==> config.mk <==
export PLATFORM = sky130hd
export DESIGN_NAME = long_press_detector_top
export DESIGN_NICKNAME = d
export VERILOG_FILES = /design/src/rtl/lpd_pkg.sv /design/src/rtl/lpd_step.sv /design/src/rtl/long_press_detector_top.sv
export SDC_FILE = /design/constraint.sdc
export NUM_CORES = 1
export LEC_CHECK = 0
export ABC_AREA = 0
export BUFFER_PORTS_ARGS = -buffer_cell sky130_fd_sc_hd__buf_2
export CORE_ASPECT_RATIO = 1.75
export CORE_MARGIN = 5
export CORE_UTILIZATION = 55
export DETAILED_ROUTE_END_ITERATION = 7
export PLACE_DENSITY_LB_ADDON = 0.15
export SETUP_SLACK_MARGIN = 0.15
export SYNTH_ARGS = -nofsm -noshare
export SYNTH_HDL_FRONTEND = slang
export SYNTH_SLANG_ARGS = --single-unit
==> constraint.sdc <==
create_clock -name clk -period 20.8 [get_ports clk]
set_input_delay 4.16 -clock clk [delete_from_list [all_inputs] [get_ports clk]]
set_output_delay 4.16 -clock clk [all_outputs]
set_load 0.02 [all_outputs]
==> src/rtl/lpd_pkg.sv <==
// lpd_pkg: shared types and constants of the long press detector
package lpd_pkg;

  localparam int COORD_BITS = 12;
  localparam int TIMER_BITS = 32;
  localparam int ID_BITS    = 4;
  localparam int DT_BITS    = 16;
  localparam int ALLOW_BITS = 12;
  localparam int CFG_IDX_BITS  = 2;
  localparam int CFG_DATA_BITS = 32;

  // squared travel widths
  localparam int SQ_BITS   = 2 * COORD_BITS + 1;
  localparam int ASQ_BITS  = 2 * ALLOW_BITS;

  // event kinds
  localparam logic [2:0] REQ_BEGAN     = 3'd0;
  localparam logic [2:0] REQ_MOVED     = 3'd1;
  localparam logic [2:0] REQ_ENDED     = 3'd2;
  localparam logic [2:0] REQ_CANCELLED = 3'd3;
  localparam logic [2:0] REQ_TICK      = 3'd4;
  localparam logic [2:0] REQ_RESET     = 3'd5;

  // register indexes
  localparam logic [CFG_IDX_BITS-1:0] CFG_MIN_PRESS_TIME = 2'd0;
  localparam logic [CFG_IDX_BITS-1:0] CFG_ALLOW_MOVEMENT = 2'd1;

  localparam logic [TIMER_BITS-1:0] MIN_PRESS_TIME_RST = TIMER_BITS'(500000);
  localparam logic [ALLOW_BITS-1:0] ALLOW_MOVEMENT_RST = ALLOW_BITS'(10);
  localparam logic [ASQ_BITS-1:0]   ALLOW_SQ_RST =
    ASQ_BITS'(ALLOW_MOVEMENT_RST) * ASQ_BITS'(ALLOW_MOVEMENT_RST);

  // reported phase codes
  localparam logic [1:0] PHASE_CODE_IDLE     = 2'd0;
  localparam logic [1:0] PHASE_CODE_PRESSING = 2'd1;
  localparam logic [1:0] PHASE_CODE_RECOG    = 2'd2;

  typedef enum logic [2:0] {
    PH_IDLE     = 3'b001,
    PH_PRESSING = 3'b010,
    PH_RECOG    = 3'b100
  } phase_t;

  typedef struct packed {
    logic [2:0]            req_type;
    logic                  one_finger_valid;
    logic [ID_BITS-1:0]    touch_id;
    logic [COORD_BITS-1:0] pos_x;
    logic [COORD_BITS-1:0] pos_y;
    logic [DT_BITS-1:0]    dt_us;
  } evt_t;

  typedef struct packed {
    logic [1:0] phase_after;
    logic       press_valid;
    logic       long_press_began;
    logic       long_press_failed;
  } res_t;

  typedef struct packed {
    phase_t                phase;
    logic [TIMER_BITS-1:0] hold_timer;
    logic [COORD_BITS-1:0] start_x;
    logic [COORD_BITS-1:0] start_y;
    logic [ID_BITS-1:0]    start_id;
  } lpd_state_t;

endpackage

==> src/rtl/lpd_step.sv <==
// lpd_step: next-state and result logic for one touch event
module lpd_step
  import lpd_pkg::*;
(
  input  lpd_state_t            state,
  input  evt_t                  evt,
  input  logic [TIMER_BITS-1:0] min_press_time,
  input  logic [ASQ_BITS-1:0]   allow_sq,
  output lpd_state_t            state_next,
  output res_t                  res
);

  logic [COORD_BITS-1:0] dx;
  logic [COORD_BITS-1:0] dy;
  logic [SQ_BITS-1:0]    d2;
  logic [TIMER_BITS:0]   tsum;
  logic [TIMER_BITS-1:0] tsat;
  logic                  began;
  logic                  failed;

  always_comb begin
    dx = (evt.pos_x >= state.start_x) ? evt.pos_x - state.start_x
                                      : state.start_x - evt.pos_x;
    dy = (evt.pos_y >= state.start_y) ? evt.pos_y - state.start_y
                                      : state.start_y - evt.pos_y;
    d2 = SQ_BITS'(dx) * SQ_BITS'(dx) + SQ_BITS'(dy) * SQ_BITS'(dy);
    tsum = {1'b0, state.hold_timer} + (TIMER_BITS + 1)'(evt.dt_us);
    // saturate at all ones
    tsat = tsum[TIMER_BITS] ? '1 : tsum[TIMER_BITS-1:0];
  end

  always_comb begin
    state_next = state;
    began      = 1'b0;
    failed     = 1'b0;
    case (evt.req_type)
      REQ_BEGAN: begin
        if (state.phase == PH_IDLE && evt.one_finger_valid) begin
          state_next.start_id   = evt.touch_id;
          state_next.start_x    = evt.pos_x;
          state_next.start_y    = evt.pos_y;
          state_next.hold_timer = '0;
          state_next.phase      = PH_PRESSING;
        end
      end
      REQ_MOVED: begin
        if (state.phase == PH_PRESSING && evt.touch_id == state.start_id &&
            d2 > SQ_BITS'(allow_sq)) begin
          state_next.phase = PH_IDLE;
        end
      end
      REQ_ENDED: begin
        failed           = (state.phase != PH_RECOG);
        state_next.phase = PH_IDLE;
      end
      REQ_CANCELLED: begin
        state_next.phase = PH_IDLE;
      end
      REQ_TICK: begin
        if (state.phase == PH_PRESSING) begin
          if (tsat > min_press_time) begin
            state_next.phase      = PH_RECOG;
            state_next.hold_timer = '0;
            began                 = 1'b1;
          end else begin
            state_next.hold_timer = tsat;
          end
        end
      end
      REQ_RESET: begin
        state_next.phase      = PH_IDLE;
        state_next.hold_timer = '0;
        state_next.start_x    = '0;
        state_next.start_y    = '0;
        state_next.start_id   = '0;
      end
      default: begin
      end
    endcase
  end

  always_comb begin
    case (state_next.phase)
      PH_PRESSING: res.phase_after = PHASE_CODE_PRESSING;
      PH_RECOG:    res.phase_after = PHASE_CODE_RECOG;
      default:     res.phase_after = PHASE_CODE_IDLE;
    endcase
    res.press_valid       = (state_next.phase == PH_RECOG);
    res.long_press_began  = began;
    res.long_press_failed = failed;
  end

endmodule

==> src/rtl/long_press_detector_top.sv <==
// long_press_detector_top: long press recognizer over a stream of touch events
//
//   channel  direction  handshake              payload
//   evt      in         evt_valid / evt_stall  evt_t (one touch event or tick)
//   res      out        res_valid / res_stall  res_t (one result per event)
//   cfg      in         cfg_valid / cfg_ready  cfg_index, cfg_data
//
// one result per event; an accepted event sits in the input register and moves to
// the result register when that register is free or its content leaves; its
// result is then held on res until it transfers
// sustained rate is one event per cycle while res is not stalled: the event register,
// the step logic and the result register form a two-stage path with no feedback wait
// rst is synchronous and active high; it clears phase, timer, start position,
// start id and loads the register defaults (min_press_time 500000, travel 10)
// a stall on res holds the result register and, once the input register is
// also full, raises evt_stall in the same cycle
module long_press_detector_top
  import lpd_pkg::*;
(
  input  logic                     clk,
  input  logic                     rst,
  input  logic                     evt_valid,
  output logic                     evt_stall,
  input  evt_t                     evt,
  output logic                     res_valid,
  input  logic                     res_stall,
  output res_t                     res,
  input  logic                     cfg_valid,
  output logic                     cfg_ready,
  input  logic [CFG_IDX_BITS-1:0]  cfg_index,
  input  logic [CFG_DATA_BITS-1:0] cfg_data
);

  // configuration: travel allowance kept as its square
  logic [TIMER_BITS-1:0] min_press_time;
  logic [ASQ_BITS-1:0]   allow_sq;
  logic [ALLOW_BITS-1:0] allow_wr;

  // event register
  logic  evt_q_vld;
  evt_t  evt_q;

  // recogniser state
  lpd_state_t state;
  lpd_state_t state_next;
  res_t       res_next;

  logic advance;

  assign cfg_ready = 1'b1;
  assign allow_wr  = cfg_data[ALLOW_BITS-1:0];

  always_ff @(posedge clk) begin
    if (rst) begin
      min_press_time <= MIN_PRESS_TIME_RST;
      allow_sq       <= ALLOW_SQ_RST;
    end else if (cfg_valid && cfg_ready) begin
      case (cfg_index)
        CFG_MIN_PRESS_TIME: min_press_time <= cfg_data[TIMER_BITS-1:0];
        CFG_ALLOW_MOVEMENT: allow_sq <= ASQ_BITS'(allow_wr) * ASQ_BITS'(allow_wr);
        default: begin
        end
      endcase
    end
  end

  // the result register is free, or its content leaves on this edge
  assign advance   = !res_valid || !res_stall;
  assign evt_stall = evt_q_vld && !advance;

  always_ff @(posedge clk) begin
    if (rst) begin
      evt_q_vld <= 1'b0;
    end else if (!evt_stall) begin
      evt_q_vld <= evt_valid;
    end
  end

  always_ff @(posedge clk) begin
    if (!evt_stall && evt_valid) begin
      evt_q <= evt;
    end
  end

  lpd_step u_step (
    .state          (state),
    .evt            (evt_q),
    .min_press_time (min_press_time),
    .allow_sq       (allow_sq),
    .state_next     (state_next),
    .res            (res_next)
  );

  // state moves only when the event actually moves on to the result register
  always_ff @(posedge clk) begin
    if (rst) begin
      state.phase      <= PH_IDLE;
      state.hold_timer <= '0;
      state.start_x    <= '0;
      state.start_y    <= '0;
      state.start_id   <= '0;
    end else if (evt_q_vld && advance) begin
      state <= state_next;
    end
  end

  always_ff @(posedge clk) begin
    if (rst) begin
      res_valid <= 1'b0;
    end else if (advance) begin
      res_valid <= evt_q_vld;
    end
  end

  always_ff @(posedge clk) begin
    if (evt_q_vld && advance) begin
      res <= res_next;
    end
  end

endmodule

After elaboration in Yosys (flattened, before gate mapping)
Index checks and enable logic that the tools add are counted.

Register bits after elaboration: 174. ROM bits: 0. Latch bits: 0. RAM bits: 0. Memories: 0. Word-level logic and storage cells: 80. Output and inout bits: 8. Input port bits: 87.

Reductions and logical operators: 21. Add/subtract/negate cells: 6. Multipliers: 3. Multiplexer cells: 13. Equality and inequality tests: 14. Bitwise operators: 0. Order comparisons: 4. Divide/modulo/power cells: 0. Shift operators: 0.

Operators with widths (number): $pmux 32 s3 (1); $mul 12x12->24 (3); $mux 32 (2); $mux 63 (1); $pmux 28 s2 (1); $sub 12x12->12 (4); $mux 35 (1); $add 32x16->33 (1); $gt 32x32->1 (1); $add 24x24->25 (1); $gt 25x24->1 (1); $ge 12x12->1 (2); $mux 12 (2); $eq 3x2->1 const B (4); $pmux 3 s4 (1); $eq 3x3->1 const B (3); $eq 3x1->1 const B (2); $logic_and 1x1->1 (6); $mux 3 (2); $reduce_and 2->1 (3); $eq 4x4->1 (1); $logic_not 1->1 (4); $ne 2x1->1 const B (2); $pmux 2 s2 (1); other kinds (11) (11).

Longest topological paths before layout
Depth after elaboration: 10. Depth in mapped cells: 47. Mapped depth without buffers: 46.

Hierarchy
Synthesis repeated with hierarchy kept, for this count alone.

Cell total of the unflattened synthesis: 2789. Area total of the unflattened synthesis: 23955.5 µm².

By module, submodules not included: lpd_step (cells each 1723, area an instance 13963.4 µm², sequential area each 0.0 µm², times used 1); long_press_detector_top (cells each 1066, area an instance 9992.1 µm², sequential area each 3993.8 µm², times used 1).

Least setup slack after synthesis
OpenSTA, ideal clock, no wires.

Path kind: reg2reg. Start point: register evt_q[16] (netlist bit). End point: register res[2] (netlist bit) (data pin). Clock period less this slack: 10.426 ns. Stages on the path, launching flop included: 44. Path slack: 10.374 ns. Path buffers: 2. Data required time: 20.640 ns. Setup time: 0.160 ns. Arrival time: 10.266 ns. Path through: edfxtp_1 > inv_1 > ha_1 > inv_1 > fa_1 > a211oi_2 > o211ai_1 > o211ai_2 > a21oi_2 > a211oi_4 > buf_6 > mux2i_1 > xor2_1 > buf_4 > nor2_1 > fa_1 > inv_1 > fa_1 > (+8 left out) > ha_1 > o41ai_1 > a21oi_1 > a211oi_1 > nor2b_1 > o41ai_1 > o21ba_2 > o21ai_0 > xor2_1 > ha_1 > a2111oi_0 > o21ai_0 > a2111oi_0 > o211a_1 > nor2_1 > o31ai_1 > a21oi_1 > nor3b_1.

RTL lines: start, declared (RTL line long_press_detector_top.sv:41) `evt_t evt_q;`; start signal, assigned (RTL line long_press_detector_top.sv:81) `evt_q <= evt;`; end signal, assigned (RTL line long_press_detector_top.sv:117) `res <= res_next;`; end, declared (RTL line long_press_detector_top.sv:27) `output res_t res,`.

==> metrics.cfg <==
[run_status]
outcome=finished, final reports clean

[worst_setup_path]
cp_num_buf_inv=6
rr_worst_depth=41
timing.rr.start=evt_q[16]$_DFFE_PP_
criticalPathCategory=flip-flop to flip-flop
cp.arrival_ns=12.99
cp_slowest_cell=a211oi_4
ff2ff_setup_slack_ns=8.09
cp-end-kind=flip-flop
required_ns=21.08
cp_common_cell=fa_1
worstSetupStartpointType=flip-flop
cpLargestDelayFamily=compound AO/OA/AOI/OAI gates
slowest_delay_ns=0.79
r2r-end=res[2]$_DFFE_PP_
path_max_fanout=14

[final_layout]
mostFrequentLayoutCell=inv_1
nFillCells=3735
final_cell_mix=487 x inv_1, 285 x fa_1, 278 x ha_1, 224 x nand2_1, 183 x nor2_1
final_nets=3280
fin_util_pct=59.2
syn2layout_area_growth_pct=6.59
drive_gt1_share_pct=7.72

[synth]
synth-async-reset-ratio_pct=0
synth_ff_type=dfxtp_1
synth_top_family_by_area=adder cells
synth-xor-area-share_pct=3.88
synthAdderAreaFrac_pct=40.4
yosysUniqueCellTypes=80
syn_inst=2585
yosysSeqAreaShare_pct=17.6
synth-simple-area-share_pct=14.2
synthesis.area_mm2=0.0228
synthMuxAreaShare_pct=0.968
synth_edf_count=53
synth_compound_area_share_pct=13.0
ys_seq_elements=173
synth_area_per_cell_um2=8.80
yosysWarnings=0
syn-num-nets=3235

[drt]
via_count=17700
drc=0
ant_nets=0
routed_wl_mm=55.4
via_per_inst=5.53
wl_per_cell_um=17.3
drtPass1Iterations=7
drt_iter0_markers=772

[clocking]
cts_tree=built
clkTransAtPathRegs_ns=0.08
htreeDepth=4
hold_buffers=0
ctsResizeCount=0
clock_latency_ns=0.45
cts_buffers=17
clockBufferDepth=2
root_buffer=clkbuf_16
cts_setup_buffers=0
cts_num_sinks=173

[sta]
setup_viol=0
slew_headroom_pct=17.1
finalCriticalPeriod_ns=12.71
worstMarginPinSlew_ns=1.24
timing.final.crit_share_pct=61.1
fin_tns_setup_ns=0
rsz0062_at_grt=false
max_freq_mhz=78.7
slew_violations=0
fin_worst_skew_ns=0.0101
finalHoldViolCount=0

[run]
cap_viol_max_count=0

[global_routing]
grt_pass1_wl_mm=94.2
antenna_found_initial=3
grt_max_degree=57
grt_use_total_pct=25.6
grt-ovfl-total=0
grt_pass1_vias=19600

[min_path]
hold_start=allow_sq[8]$_SDFFE_PP0P_
holdPathStages=2
hp-class=flip-flop to flip-flop
hold_end=allow_sq[8]$_SDFFE_PP0P_

[die]
die_w_um=164
rows=98
start_util_pct=55.6
coreArea_mm2=0.0410
die-area_mm2=0.0457
die_h_um=279
pin_count=95

[placed_design]
globalplace.congestion=0.893
portBuffers=93
hpwl_mm=46.2

[routing by layer]
| layer | vias to the layer above | part of all wire (%) | track usage [%] |
|---|---|---|---|
| met1 | 8605 | 35 | 26.5 |
| met5 | - | 0.040 | 0 |
| met4 | 4 | 6.8 | 15.0 |
| met2 | 390 | 55 | 48.7 |
| met3 | 192 | 2.8 | 2.69 |
| li1 | 8459 | - | - |
[synth_stat cells (12+ instances only)]
cell type	count	area, µm²
o21bai_1	12	90.1
nor2b_1	19	119
o21a_1	23	173
ha_1	278	3480
a21o_1	47	353
dfxtp_1	120	2400
nand2_1	224	841
nand4_1	16	100
nor3_1	33	165
mux2i_1	16	160
clkbuf_1	56	210
buf_2	20	100
xor2_1	29	254
or2_2	13	81.3
a21oi_1	180	901
a31oi_1	16	100
nand3_1	45	225
a211oi_1	13	97.6
and2_1	56	350
o211ai_1	14	105
edfxtp_1	53	1590
xnor2_1	52	455
nor2_1	183	687
inv_1	487	1830
nand2b_1	47	294
o21ai_0	67	335
fa_1	285	5710
[tightest hold or removal path, delay by kind of cell (launching register included)]
family / cells / cell delay (ns)
AND/OR/NAND/NOR: 1 / 0.05
AO/OA/AOI/OAI: 1 / 0.05
flip-flops: 1 / 0.31
[per-stage QoR]
step / cell area (µm²) / worst slack [ns] / hold slack, ns / cells
after floorplan: 22800 / 10.37 / 0.432 / 2585
after global placement: 23700 / 8.57 / 0.439 / 3161
after detailed placement: 23700 / 8.24 / 0.448 / 3161
after CTS: 24200 / 8.17 / 0.459 / 3193
after global routing: 24200 / 7.21 / 0.466 / 3193
final: 24300 / 8.09 / 0.455 / 3194
[cell families (layout without fill, tap and decap cells)]
logic type / Yosys count / count (layout)
DFF: 173 / 173
other: 1 / 2
xor gates and xnor gates: 91 / 91
muxes: 21 / 21
adders and majority gates: 563 / 563
AOI/OAI and AO/OA: 463 / 463
buffers and inverters: 585 / 643
and+or+nand+nor: 688 / 688
[worst max-delay path by stage]
stage                              from                to  slack [ns]  cells past startpoint
floorplan           evt_q[16]$_DFFE_PP_  res[2]$_DFFE_PP_       10.37                     43
global placement    evt_q[16]$_DFFE_PP_  res[2]$_DFFE_PP_        8.57                     40
detailed placement  evt_q[16]$_DFFE_PP_  res[2]$_DFFE_PP_        8.24                     41
CTS                 evt_q[16]$_DFFE_PP_  res[2]$_DFFE_PP_        8.17                     40
global route        evt_q[16]$_DFFE_PP_  res[2]$_DFFE_PP_        7.21                     41
finish              evt_q[16]$_DFFE_PP_  res[2]$_DFFE_PP_        8.09                     41
[layout make-up]
cell class	instances	area, µm²	share of cell area [%]
multi-input cells	1827	16500	68.1
inverters	494	1850	7.65
clock buffers	18	429	1.77
repair buffers	117	648	2.67
well taps	550	688	2.84
diodes	1	2.50	0.0103
clock inverters	14	131	0.542
flip-flops and latches	173	3990	16.5
[state kept, by name (all words and copies together) (netlist names)]
name	flops
allow_sq	23
evt_q_vld	1
state	63
min_press_time	32
res_valid	1
evt_q	48
res	5
Power is left out: the tool's default activity adds up to more than one toggle a clock period on the data nets, which glitch-free logic cannot reach.
